## config.mk

```make
export PLATFORM = sky130hd
export DESIGN_NAME = calculator_seven_segment_readout
export DESIGN_NICKNAME = d
export VERILOG_FILES = /design/src/csr_pkg.sv /design/src/calculator_seven_segment_readout.sv
export SDC_FILE = /design/constraint.sdc
export NUM_CORES = 1
export LEC_CHECK = 0
export BUFFER_PORTS_ARGS = -buffer_cell sky130_fd_sc_hd__buf_2
export CAP_MARGIN = 20
export CORE_ASPECT_RATIO = 0.7
export CORE_UTILIZATION = 50
export CTS_CLUSTER_DIAMETER = 150
export CTS_CLUSTER_SIZE = 30
export DETAILED_ROUTE_END_ITERATION = 10
export PLACE_DENSITY_LB_ADDON = 0.08
export REMOVE_ABC_BUFFERS = 1
export SETUP_SLACK_MARGIN = 0.15
export SYNTH_ARGS = -nofsm -noshare
export SYNTH_HDL_FRONTEND = slang
export SYNTH_SLANG_ARGS = --single-unit
export TNS_END_PERCENT = 50
```

## constraint.sdc

```tcl
create_clock -name clk -period 5 [get_ports clk]
set_clock_uncertainty 0.15 [all_clocks]
set_input_delay 0.25 -clock clk [delete_from_list [all_inputs] [get_ports clk]]
set_output_delay 0.25 -clock clk [all_outputs]
set_load 0.1 [all_outputs]
```

## src/csr_pkg.sv

```systemverilog
// Shared constants and helper functions for the calculator seven-segment readout.
package csr_pkg;

    localparam int OPERAND_WIDTH = 27;
    localparam int WORD_WIDTH    = 32;
    localparam int BCD_DIGITS    = 10;
    localparam int DIGIT_IDX_W   = 4;

    localparam int OPERAND_DIGITS_DEF = 8;
    localparam int RESULT_DIGITS_DEF  = 10;

    localparam logic [2:0] CMD_ADD = 3'd0;
    localparam logic [2:0] CMD_SUB = 3'd1;
    localparam logic [2:0] CMD_MUL = 3'd2;
    localparam logic [2:0] CMD_DIV = 3'd3;
    localparam logic [2:0] CMD_POW = 3'd4;

    localparam logic [1:0] WHICH_A      = 2'd0;
    localparam logic [1:0] WHICH_B      = 2'd1;
    localparam logic [1:0] WHICH_RESULT = 2'd2;

    localparam logic [6:0] DASH_PATTERN = 7'h40;

    // Largest value with n decimal digits, evaluated at elaboration.
    function automatic logic [WORD_WIDTH-1:0] max_decimal(input int n);
        logic [WORD_WIDTH-1:0] v;
        v = 1;
        for (int i = 0; i < n; i++)
        begin
            v = v * 10;
        end
        return v - 1;
    endfunction

    // Segment pattern, bit 0 is segment a through bit 6 segment g.
    function automatic logic [6:0] seg_pattern(input logic [3:0] d);
        logic [6:0] s;
        case (d)
            4'd0:    s = 7'h3F;
            4'd1:    s = 7'h06;
            4'd2:    s = 7'h5B;
            4'd3:    s = 7'h4F;
            4'd4:    s = 7'h66;
            4'd5:    s = 7'h6D;
            4'd6:    s = 7'h7D;
            4'd7:    s = 7'h07;
            4'd8:    s = 7'h7F;
            4'd9:    s = 7'h6F;
            default: s = 7'h00;
        endcase
        return s;
    endfunction

endpackage

```

## src/calculator_seven_segment_readout.sv

```systemverilog
// Top level of the calculator seven-segment readout: arithmetic, BCD conversion, digit output.
module calculator_seven_segment_readout #(
    parameter int OPERAND_DIGITS = csr_pkg::OPERAND_DIGITS_DEF,
    parameter int RESULT_DIGITS  = csr_pkg::RESULT_DIGITS_DEF
) (
    input  logic                               clk,
    input  logic                               rst_n,
    input  logic                               start,
    output logic                               busy,
    input  logic [csr_pkg::OPERAND_WIDTH-1:0]  operand_a,
    input  logic [csr_pkg::OPERAND_WIDTH-1:0]  operand_b,
    input  logic [2:0]                         command,
    output logic                               strobe,
    output logic [1:0]                         which_number,
    output logic [3:0]                         digit,
    output logic [6:0]                         segments,
    output logic                               error,
    output logic                               last
);
    // How to use this block.
    // A command word (operand_a, operand_b, command) is taken at a rising edge where
    // start is high and busy is low. Operands above the largest OPERAND_DIGITS-digit
    // value are clamped to it, and the clamped value is both shown and used.
    // The block then sends one word per displayed digit: operand A, operand B, then the
    // result, most significant digit first with leading zeros suppressed. Each word is
    // on the output ports for exactly one cycle with strobe high; the receiver must
    // take it then, since it cannot hold the block off. The final result word carries
    // last. A negative difference, a divide by zero or an unknown command replaces the
    // result digits with a single dash word that has error set.
    // Sequence: add and subtract finish in the calculate state, multiply runs a shift-add
    // multiplier, divide a restoring divider, and power a check state, then a shift-add
    // multiply for each set exponent bit and a shift-add square for every exponent bit.
    // Each number is then converted by bit-serial double dabble, its suppressed leading
    // zeros are skipped one at a time, the first shown digit is found and its digits are sent.
    // busy stays high until the last word is placed on the ports.
    // Reset returns the controller to idle and drops strobe; no word is in flight.
    import csr_pkg::*;

    localparam logic [WORD_WIDTH-1:0]  OP_LIMIT = max_decimal(OPERAND_DIGITS);
    localparam logic [DIGIT_IDX_W-1:0] OP_TOP   = DIGIT_IDX_W'(OPERAND_DIGITS - 1);
    localparam logic [DIGIT_IDX_W-1:0] RES_TOP  = DIGIT_IDX_W'(RESULT_DIGITS - 1);

    // Controller states.
    localparam logic [3:0] S_IDLE    = 4'd0;
    localparam logic [3:0] S_CALC    = 4'd1;
    localparam logic [3:0] S_MUL     = 4'd2;
    localparam logic [3:0] S_DIV     = 4'd3;
    localparam logic [3:0] S_PCHK    = 4'd4;
    localparam logic [3:0] S_CONV_LD = 4'd5;
    localparam logic [3:0] S_CONV    = 4'd6;
    localparam logic [3:0] S_SKIP    = 4'd7;
    localparam logic [3:0] S_EMIT    = 4'd8;
    localparam logic [3:0] S_ERR     = 4'd9;

    // Where the shared multiplier hands its product.
    localparam logic [1:0] RET_PROD = 2'd0;
    localparam logic [1:0] RET_ACC  = 2'd1;
    localparam logic [1:0] RET_SQ   = 2'd2;

    logic [3:0]                   state_reg, state_next;
    logic [OPERAND_WIDTH-1:0]     a_reg, a_next;
    logic [OPERAND_WIDTH-1:0]     b_reg, b_next;
    logic [2:0]                   cmd_reg, cmd_next;
    logic                         bad_reg, bad_next;
    logic [WORD_WIDTH-1:0]        r_reg, r_next;
    logic [WORD_WIDTH-1:0]        sq_reg, sq_next;
    logic [OPERAND_WIDTH-1:0]     ex_reg, ex_next;
    logic [WORD_WIDTH-1:0]        mx_reg, mx_next;
    logic [WORD_WIDTH-1:0]        my_reg, my_next;
    logic [WORD_WIDTH-1:0]        mp_reg, mp_next;
    logic [1:0]                   ret_reg, ret_next;
    logic [OPERAND_WIDTH-1:0]     rem_reg, rem_next;
    logic [OPERAND_WIDTH-1:0]     quo_reg, quo_next;
    logic [5:0]                   cnt_reg, cnt_next;
    logic [WORD_WIDTH-1:0]        bin_reg, bin_next;
    logic [4*BCD_DIGITS-1:0]      bcd_reg, bcd_next;
    logic [1:0]                   num_reg, num_next;
    logic [DIGIT_IDX_W-1:0]       idx_reg, idx_next;

    logic                         strobe_reg, strobe_next;
    logic [1:0]                   which_reg, which_next;
    logic [3:0]                   digit_reg, digit_next;
    logic [6:0]                   seg_reg, seg_next;
    logic                         error_reg, error_next;
    logic                         last_reg, last_next;

    logic [OPERAND_WIDTH-1:0]     a_sat, b_sat;
    logic [4*BCD_DIGITS-1:0]      bcd_adj;
    logic [3:0]                   cur_digit;
    logic [OPERAND_WIDTH:0]       div_shift;
    logic [OPERAND_WIDTH:0]       div_trial;
    logic                         div_ge;

    // Clamp oversized operands at the door.
    assign a_sat = ({{(WORD_WIDTH-OPERAND_WIDTH){1'b0}}, operand_a} > OP_LIMIT)
                   ? OP_LIMIT[OPERAND_WIDTH-1:0] : operand_a;
    assign b_sat = ({{(WORD_WIDTH-OPERAND_WIDTH){1'b0}}, operand_b} > OP_LIMIT)
                   ? OP_LIMIT[OPERAND_WIDTH-1:0] : operand_b;

    // Double dabble: every BCD digit of five or more gets three added before the shift.
    always_comb
    begin
        for (int i = 0; i < BCD_DIGITS; i++)
        begin
            bcd_adj[i*4 +: 4] = (bcd_reg[i*4 +: 4] >= 4'd5) ? bcd_reg[i*4 +: 4] + 4'd3
                                                            : bcd_reg[i*4 +: 4];
        end
    end

    assign cur_digit = bcd_reg[idx_reg*4 +: 4];

    // One restoring division step: bring down the next dividend bit and try the divisor.
    assign div_shift = {rem_reg, quo_reg[OPERAND_WIDTH-1]};
    assign div_trial = div_shift - {1'b0, b_reg};
    assign div_ge    = (div_shift >= {1'b0, b_reg});

    always_comb
    begin
        state_next  = state_reg;
        a_next      = a_reg;
        b_next      = b_reg;
        cmd_next    = cmd_reg;
        bad_next    = bad_reg;
        r_next      = r_reg;
        sq_next     = sq_reg;
        ex_next     = ex_reg;
        mx_next     = mx_reg;
        my_next     = my_reg;
        mp_next     = mp_reg;
        ret_next    = ret_reg;
        rem_next    = rem_reg;
        quo_next    = quo_reg;
        cnt_next    = cnt_reg;
        bin_next    = bin_reg;
        bcd_next    = bcd_reg;
        num_next    = num_reg;
        idx_next    = idx_reg;
        strobe_next = 1'b0;
        which_next  = which_reg;
        digit_next  = digit_reg;
        seg_next    = seg_reg;
        error_next  = error_reg;
        last_next   = last_reg;

        case (state_reg)
            S_IDLE:
            begin
                if (start)
                begin
                    a_next     = a_sat;
                    b_next     = b_sat;
                    cmd_next   = command;
                    num_next   = WHICH_A;
                    state_next = S_CALC;
                end
            end

            S_CALC:
            begin
                bad_next   = 1'b0;
                state_next = S_CONV_LD;
                case (cmd_reg)
                    CMD_ADD:
                    begin
                        r_next = WORD_WIDTH'(a_reg) + WORD_WIDTH'(b_reg);
                    end
                    CMD_SUB:
                    begin
                        if (a_reg < b_reg)
                        begin
                            bad_next = 1'b1;
                        end
                        else
                        begin
                            r_next = WORD_WIDTH'(a_reg - b_reg);
                        end
                    end
                    CMD_MUL:
                    begin
                        mx_next    = WORD_WIDTH'(a_reg);
                        my_next    = WORD_WIDTH'(b_reg);
                        mp_next    = '0;
                        ret_next   = RET_PROD;
                        state_next = S_MUL;
                    end
                    CMD_DIV:
                    begin
                        if (b_reg == '0)
                        begin
                            bad_next = 1'b1;
                        end
                        else
                        begin
                            rem_next   = '0;
                            quo_next   = a_reg;
                            cnt_next   = '0;
                            state_next = S_DIV;
                        end
                    end
                    CMD_POW:
                    begin
                        r_next     = WORD_WIDTH'(1);
                        sq_next    = WORD_WIDTH'(a_reg);
                        ex_next    = b_reg;
                        state_next = S_PCHK;
                    end
                    default:
                    begin
                        bad_next = 1'b1;
                    end
                endcase
            end

            // Shift-add multiplier, done when no multiplier bits remain.
            S_MUL:
            begin
                if (my_reg == '0)
                begin
                    case (ret_reg)
                        RET_ACC:
                        begin
                            r_next   = mp_reg;
                            mx_next  = sq_reg;
                            my_next  = sq_reg;
                            mp_next  = '0;
                            ret_next = RET_SQ;
                        end
                        RET_SQ:
                        begin
                            sq_next    = mp_reg;
                            ex_next    = ex_reg >> 1;
                            state_next = S_PCHK;
                        end
                        default:
                        begin
                            r_next     = mp_reg;
                            state_next = S_CONV_LD;
                        end
                    endcase
                end
                else
                begin
                    if (my_reg[0])
                    begin
                        mp_next = mp_reg + mx_reg;
                    end
                    mx_next = mx_reg << 1;
                    my_next = my_reg >> 1;
                end
            end

            S_DIV:
            begin
                rem_next = div_ge ? div_trial[OPERAND_WIDTH-1:0]
                                  : div_shift[OPERAND_WIDTH-1:0];
                quo_next = {quo_reg[OPERAND_WIDTH-2:0], div_ge};
                cnt_next = cnt_reg + 6'd1;
                if (cnt_reg == 6'(OPERAND_WIDTH - 1))
                begin
                    r_next     = WORD_WIDTH'({quo_reg[OPERAND_WIDTH-2:0], div_ge});
                    state_next = S_CONV_LD;
                end
            end

            // Square-and-multiply over the exponent bits, low bit first.
            S_PCHK:
            begin
                mp_next    = '0;
                state_next = S_MUL;
                if (ex_reg == '0)
                begin
                    state_next = S_CONV_LD;
                end
                else if (ex_reg[0])
                begin
                    mx_next  = r_reg;
                    my_next  = sq_reg;
                    ret_next = RET_ACC;
                end
                else
                begin
                    mx_next  = sq_reg;
                    my_next  = sq_reg;
                    ret_next = RET_SQ;
                end
            end

            S_CONV_LD:
            begin
                case (num_reg)
                    WHICH_A: bin_next = WORD_WIDTH'(a_reg);
                    WHICH_B: bin_next = WORD_WIDTH'(b_reg);
                    default: bin_next = r_reg;
                endcase
                bcd_next   = '0;
                cnt_next   = '0;
                state_next = S_CONV;
            end

            S_CONV:
            begin
                bcd_next = {bcd_adj[4*BCD_DIGITS-2:0], bin_reg[WORD_WIDTH-1]};
                bin_next = bin_reg << 1;
                cnt_next = cnt_reg + 6'd1;
                if (cnt_reg == 6'(WORD_WIDTH - 1))
                begin
                    idx_next   = (num_reg == WHICH_RESULT) ? RES_TOP : OP_TOP;
                    state_next = S_SKIP;
                end
            end

            // Walk past leading zeros; the units digit is always shown.
            S_SKIP:
            begin
                if ((idx_reg != '0) && (cur_digit == 4'd0))
                begin
                    idx_next = idx_reg - DIGIT_IDX_W'(1);
                end
                else
                begin
                    state_next = S_EMIT;
                end
            end

            S_EMIT:
            begin
                strobe_next = 1'b1;
                which_next  = num_reg;
                digit_next  = cur_digit;
                seg_next    = seg_pattern(cur_digit);
                error_next  = 1'b0;
                last_next   = (num_reg == WHICH_RESULT) && (idx_reg == '0);
                if (idx_reg != '0)
                begin
                    idx_next = idx_reg - DIGIT_IDX_W'(1);
                end
                else if (num_reg == WHICH_RESULT)
                begin
                    state_next = S_IDLE;
                end
                else if ((num_reg == WHICH_B) && bad_reg)
                begin
                    state_next = S_ERR;
                end
                else
                begin
                    num_next   = num_reg + 2'd1;
                    state_next = S_CONV_LD;
                end
            end

            S_ERR:
            begin
                strobe_next = 1'b1;
                which_next  = WHICH_RESULT;
                digit_next  = 4'd0;
                seg_next    = DASH_PATTERN;
                error_next  = 1'b1;
                last_next   = 1'b1;
                state_next  = S_IDLE;
            end

            default:
            begin
                state_next = S_IDLE;
            end
        endcase
    end

    always_ff @(posedge clk or negedge rst_n)
    begin
        if (!rst_n)
        begin
            state_reg  <= S_IDLE;
            strobe_reg <= 1'b0;
        end
        else
        begin
            state_reg  <= state_next;
            strobe_reg <= strobe_next;
        end
    end

    always_ff @(posedge clk)
    begin
        a_reg     <= a_next;
        b_reg     <= b_next;
        cmd_reg   <= cmd_next;
        bad_reg   <= bad_next;
        r_reg     <= r_next;
        sq_reg    <= sq_next;
        ex_reg    <= ex_next;
        mx_reg    <= mx_next;
        my_reg    <= my_next;
        mp_reg    <= mp_next;
        ret_reg   <= ret_next;
        rem_reg   <= rem_next;
        quo_reg   <= quo_next;
        cnt_reg   <= cnt_next;
        bin_reg   <= bin_next;
        bcd_reg   <= bcd_next;
        num_reg   <= num_next;
        idx_reg   <= idx_next;
        which_reg <= which_next;
        digit_reg <= digit_next;
        seg_reg   <= seg_next;
        error_reg <= error_next;
        last_reg  <= last_next;
    end

    assign busy         = (state_reg != S_IDLE);
    assign strobe       = strobe_reg;
    assign which_number = which_reg;
    assign digit        = digit_reg;
    assign segments     = seg_reg;
    assign error        = error_reg;
    assign last         = last_reg;

endmodule

```

==> out/qor.yml, run 1 <==
yosys-top-cells-area: "edfxtp_1 48%, ha_1 7.2%, nand2_1 6.4%"
fin_crit_ns: 4.226
cts.clk_slew.worst_paths_ns: 0.12
die_h_um: 188.5
core-area_um2: 48450
p_leak_nw: 10.26
place_ws_ns: 0.8798
dr.pass1.iters: 9
htreeDepth: 1
peakVddDrop_uv: 192.2
grt_max_degree: 90
grt_pass1_vias: 19409
grt_pass1_wl_um: 122100
holdWs_ns: 0.02076
ios: 77
drt-total-wl_um: 81490
die_w_um: 268.5
cts_made_buffers: 17
hold_viol: 0
yosys_most_used_dff: "edfxtp_1"
outcome: "complete, no violations"
worstPathCellList: "ha_1, fa_1, nand2b_1, a21oi_1, o2111ai_1, nand3_1, a211oi_1, o21ai_0, a21oi_1, o21ai_0, and4b_2, buf_4"
yosys_register_bits: 405
drc: 0
finalSetupViolCount: 0
n_antenna_cell: 0
worstSetupPathType: "reg2reg"
max_slew_margin_pct: 19.44
cts_root_buffer: "clkbuf_16"
cts_setup_buffers: 0
cp_data_arrival_time_ns: 4.32
synth_top_area_cell: "edfxtp_1"
worst_pin_slew_ns: 1.202
clkSinkCount: 405
grt_usage_pct: 32.13
gp_congestion: 0.9518
cts_tree: "built"
wire_per_inst_um: 25.00
cp.buffers_inverters: 1
grt_overflow_total: 0
area_growth_pct: 8.921
clk_path_buf_depth: 3
powerDensity_nw_per_um2: 205.0
finalNonFillerCells: 3260
yosysSeqAreaShare_pct: 48.83
timing.fmax_ghz: 0.2367
syn_inst: 2522
syn_area_um2: 24850
finalNetCount: 2807
clock_latency_ns: 0.56
die_area_um2: 50610
yosys.area.top_type_share_pct: 48.33
drt-initial-drc-count: 3090
synth-edff-count: 400
path_max_fanout: 21
num-fill-cells: 4339
worstSetupEndpointType: "flip-flop"
cpPeakStageDelay_ns: 0.53
vias: 20686
fin_ws_ns: 0.7745
post_cts_resized: 0
fin_crit_sh_pct: 84.51
initial_core_util_pct: 51.29
fin_tns_setup_ns: 0
layout-drive-gt1-share_pct: 8.676
ant_nets: 0
synthArstFlopShare_pct: 1.235
antenna_found_initial: 4
yosysWarnings: 0
dp.cells: 3178
portBuffers: 76
cap_violations: 0
vias_per_cell: 6.345
postLayoutCoreUtil_pct: 55.87
hold_class: "in2reg"
largest_reg_flops: 40
maxSlewViolCount: 0
critPathRequiredTime_ns: 5.09
start_kind: "flip-flop"
dp.final_hpwl_um: 58640
rows: 67
crit_slowest_cell: "edfxtp_1"
syn_avg_cell_area_um2: 9.854
synth.distinct_cells: 89
rsz0062_at_grt: "false"
path_delay_family: "compound AO/OA/AOI/OAI gates"
## stage by stage
| step | power, mW | area [um^2] |
|---|---|---|
| finish | 5.549 | 27070 |
| global route | 5.661 | 27070 |
| CTS | 5.559 | 27070 |
| detailed placement | 3.830 | 26030 |
| global placement | 3.829 | 26000 |
| floorplan | 3.782 | 24330 |
## power breakdown
group / internal, mW / switching (mW) / total [mW]
Sequential: 3.68 / 0 / 3.68
Combinational: 0.0660 / 0.0483 / 0.114
Clock: 0.649 / 1.11 / 1.76
## final cells by class
| class | instances | area [um^2] | share of cell area (%) |
|---|---|---|---|
| clock inverters | 1 | 16.27 | 0.06009 |
| multi-input cells | 1859 | 11760 | 43.45 |
| repair buffers | 176 | 1359 | 5.020 |
| flip-flops and latches | 405 | 12140 | 44.83 |
| well taps | 655 | 819.5 | 3.028 |
| clock buffers | 23 | 447.9 | 1.655 |
| inverters | 141 | 529.3 | 1.955 |
## repair_timing
action,in CTS,in global routing
hold endpoints to repair,61,0
hold buffers,58,0
setup endpoints to repair,0,0
## Yosys cell counts, types with 13 or more instances
cell      count
or2_2        44
a222oi_1     55
clkbuf_1     86
xor2_1       36
a21o_1       37
nor2b_1      40
nor2_1      220
a21oi_1     170
a22oi_1      30
a211oi_1     20
buf_2        14
mux2i_1      21
a31oi_1      33
o21a_1       20
edfxtp_1    400
ha_1        143
xnor2_1      38
nand3_1      58
o21ai_0     133
nand2_1     422
nor3_1       39
nand2b_1     32
o211ai_1     22
and3_1       13
inv_1       141
and2_1       15
nor4_1       23
nand4_1      16
## per-layer routing
metal / global-route usage [%] / vias to the layer above / wire (um)
met5: 0 / - / 13
met4: 7.321 / 2 / 1876
met3: 7.789 / 104 / 9191
met2: 44.39 / 1149 / 32650
met1: 50.09 / 10032 / 37760
li1: - / 9399 / -
## layout by cell type, fill, tap and decap left out, types with 7 or more instances in the layout
cell | Yosys | routed
nand4_1 | 16 | 16
a22oi_1 | 30 | 29
nand3_1 | 58 | 58
a222oi_1 | 55 | 55
o21ai_0 | 133 | 131
mux2i_1 | 21 | 21
buf_4 | 1 | 36
o2111ai_1 | 8 | 8
nor2_1 | 220 | 216
nand2b_1 | 32 | 32
o211ai_1 | 22 | 22
a211o_1 | 8 | 8
and2_1 | 15 | 15
edfxtp_1 | 400 | 400
clkbuf_16 | 0 | 17
buf_2 | 14 | 76
or2_2 | 44 | 43
inv_1 | 141 | 140
o31ai_1 | 10 | 10
a211oi_1 | 20 | 20
a31oi_1 | 33 | 33
mux4_2 | 8 | 8
xnor2_1 | 38 | 38
ha_1 | 143 | 143
xor2_1 | 36 | 36
nor4_1 | 23 | 23
a21oi_1 | 170 | 167
or3_1 | 12 | 12
dlygate4sd3_1 | 0 | 58
nor3_1 | 39 | 38
and3_1 | 13 | 11
a21o_1 | 37 | 37
o21bai_1 | 10 | 10
o21a_1 | 20 | 20
nand2_1 | 422 | 421
a21boi_0 | 9 | 9
o31a_1 | 7 | 7
nor2b_1 | 40 | 39
## kinds of logic after synthesis
group	share of synthesized area, %
adder cells (fa/ha/maj)	7.522
AND/OR/NAND/NOR	17.34
flip-flops	48.83
AO/OA/AOI/OAI	17.83
buffers and inverters	4.234
XOR/XNOR	2.608
multiplexers	1.631
## worst paths after layout
check,from,depth (start not counted),to,slack [ns]
setup / recovery,b_reg[0],12,r_reg[25],0.77
hold / removal,operand_a[9],2,a_reg[9],0.02
setup reg to reg,b_reg[0],12,r_reg[25],0.77
hold reg to reg,bin_reg[29],2,bin_reg[30],0.38
max in group asynchronous,rst_n,3,state_reg[1],4.04
min in group asynchronous,rst_n,3,state_reg[3],0.45
No activity file was read; power rests on OpenSTA's default activity.
==> run 2: changes to the inputs <==
==> constraint.sdc (replaced) <==
create_clock -name clk -period 3.6 [get_ports clk]
set_clock_uncertainty 0.15 [all_clocks]
set_input_delay 0.18 -clock clk [delete_from_list [all_inputs] [get_ports clk]]
set_output_delay 0.18 -clock clk [all_outputs]
set_load 0.1 [all_outputs]
==> out/qor.yml, run 2 (synthesized netlist as in run 1, its figures left out) <==
grt_overflow_total: 0  # unchanged
cts_made_buffers: 17  # unchanged
fin_crit_sh_pct: 96.41  # +12 points
reg2reg_slack_ns: 0.13  # -0.65 ns
wire_per_inst_um: 23.23  # -7.1%
clock_latency_ns: 0.56  # about the same
rows: 67  # unchanged
initial_core_util_pct: 51.29  # unchanged
vias_per_cell: 6.177  # -2.6%
cp_data_arrival_time_ns: 3.63  # -0.69 ns
cts.clk_slew.worst_paths_ns: 0.13  # about the same
layout_commonest_cell: "nand2_1"
dp.cells: 3329  # +4.8%
worstSetupEndpointType: "flip-flop"
timing.fmax_ghz: 0.2881  # +22%
worstSetupPathType: "reg2reg"
p_total_mw: 7.686  # +39%
gp_congestion: 0.9382  # -1.4%
die_w_um: 268.5  # unchanged
rsz0062_at_grt: "true"
die_area_um2: 50610  # unchanged
path_max_fanout: 7  # -67%
portBuffers: 76  # unchanged
hold_viol: 0  # unchanged
drc: 4  # +4
cpPeakStageDelay_ns: 0.43  # -0.10 ns
area_growth_pct: 15.54
ant_nets: 0  # unchanged
dp.final_hpwl_um: 59030  # +0.67%
die_h_um: 188.5  # unchanged
worstPathCellList: "ha_1, inv_1, o31a_1, a21oi_2, a211o_1, nand4_1, a31o_2, buf_4, o21a_1, a311oi_1, nand3_1"
layout-drive-gt1-share_pct: 15.54  # +6.9 points
violations: "DRC"
hold_class: "in2reg"
finalNetCount: 2975  # +6.0%
crit_slowest_cell: "ha_1"
path_delay_family: "compound AO/OA/AOI/OAI gates"
start_kind: "flip-flop"
grt_max_degree: 60  # -33%
cp.buffers_inverters: 2  # +1
dr.pass1.iters: 11  # +2
holdWs_ns: 0.1952  # +0.1744 ns
place_ws_ns: -0.1229  # -1.003 ns
critPathRequiredTime_ns: 3.76  # -1.33 ns
cap_violations: 0  # unchanged
grt_pass1_wl_um: 119900  # -1.8%
finalSetupViolCount: 0  # unchanged
grt_pass1_vias: 19791  # +2.0%
largest_reg_flops: 40  # unchanged
max_slew_margin_pct: 47.54  # +28 points
finalNonFillerCells: 3429  # +5.2%
grt_usage_pct: 31.18  # -0.95 points
outcome: "finished, violations left"
cts_tree: "built"
fin_crit_ns: 3.471  # -0.7546 ns
peakVddDrop_uv: 301.4  # +57%
maxSlewViolCount: 0  # unchanged
clk_path_buf_depth: 3  # unchanged
cts_root_buffer: "clkbuf_16"
p_leak_nw: 11.17  # +8.8%
fin_tns_setup_ns: 0  # unchanged
drt-initial-drc-count: 2611  # -16%
final_cell_mix: "420 x nand2_1, 400 x edfxtp_1, 215 x nor2_1"
powerDensity_nw_per_um2: 267.7  # +31%
antenna_found_initial: 0  # -4
clkSinkCount: 405  # unchanged
vias: 21182  # +2.4%
worst_pin_slew_ns: 0.7870  # -0.4148 ns
drt-total-wl_um: 79660  # -2.2%
fin_ws_ns: 0.1291  # -0.6454 ns
ios: 77  # unchanged
core-area_um2: 48450  # unchanged
htreeDepth: 1  # unchanged
[run 2: changes by cell type in the layout (fill, tap and decap cells not counted), moves of 4 or more]
cell / before / now
ha_1: 143 / 135
buf_12: 5 / 13
ha_2: 0 / 6
buf_4: 36 / 188
o21ai_0: 131 / 127
[run 2: metrics by stage]
step	utilization (%)	instance area (um^2)
after floorplan	-	24330
after global placement	56.19	27220
after CTS	58.56	28370
after global routing	59.26	28710
final	59.26	28720
after detailed placement	56.19	27220
[run 2: path summary, 6_finish.rpt]
| kind | from | to | cells past startpoint |
|---|---|---|---|
| max | a_reg[6] | r_reg[25] | 11 |
| min | command[0] | cmd_reg[0] | 2 |
| max reg2reg | a_reg[6] | r_reg[25] | 11 |
| min reg2reg | bin_reg[31] | bcd_reg[0] | 1 |
| max in group asynchronous | rst_n | state_reg[2] | 3 |
| min in group asynchronous | rst_n | state_reg[1] | 3 |
[run 2: final cells by class]
type | instances | area [um^2]
Sequential cell | 405 | 12140
Clock buffer | 23 | 447.9
Clock inverter | 1 | 16.27
Fill cell | 4193 | 19740
Multi-Input combinational cell | 1859 | 12010
Inverter | 141 | 529.3
Timing Repair Buffer | 344 | 2754
Antenna cell | 1 | 2.502
Tap cell | 655 | 819.5
[run 2: metal layers]
metal	global-route usage [%]	wire length [um]
met2	44.87	33290
met1	47.52	36570
met3	7.214	8099
met4	6.512	1691
met5	0	0
[run 2: what timing repair did]
action                                  CTS  global route
hold endpoints to repair                 64             0
pin swaps                                 5            18
endpoints found under the setup margin   70            88
resized for setup                        12            54
buffers inserted                          2             9
cloned                                    0             2
hold buffers                             61             0
[run 2: report_power, final]
| part | leakage, nW | total (mW) | switching, mW | internal [mW] |
|---|---|---|---|---|
| Clock | 0.224 | 2.43 | 1.52 | 0.901 |
| Combinational | 7.44 | 0.154 | 0.0598 | 0.0938 |
| Sequential | 3.50 | 5.11 | 0 | 5.11 |
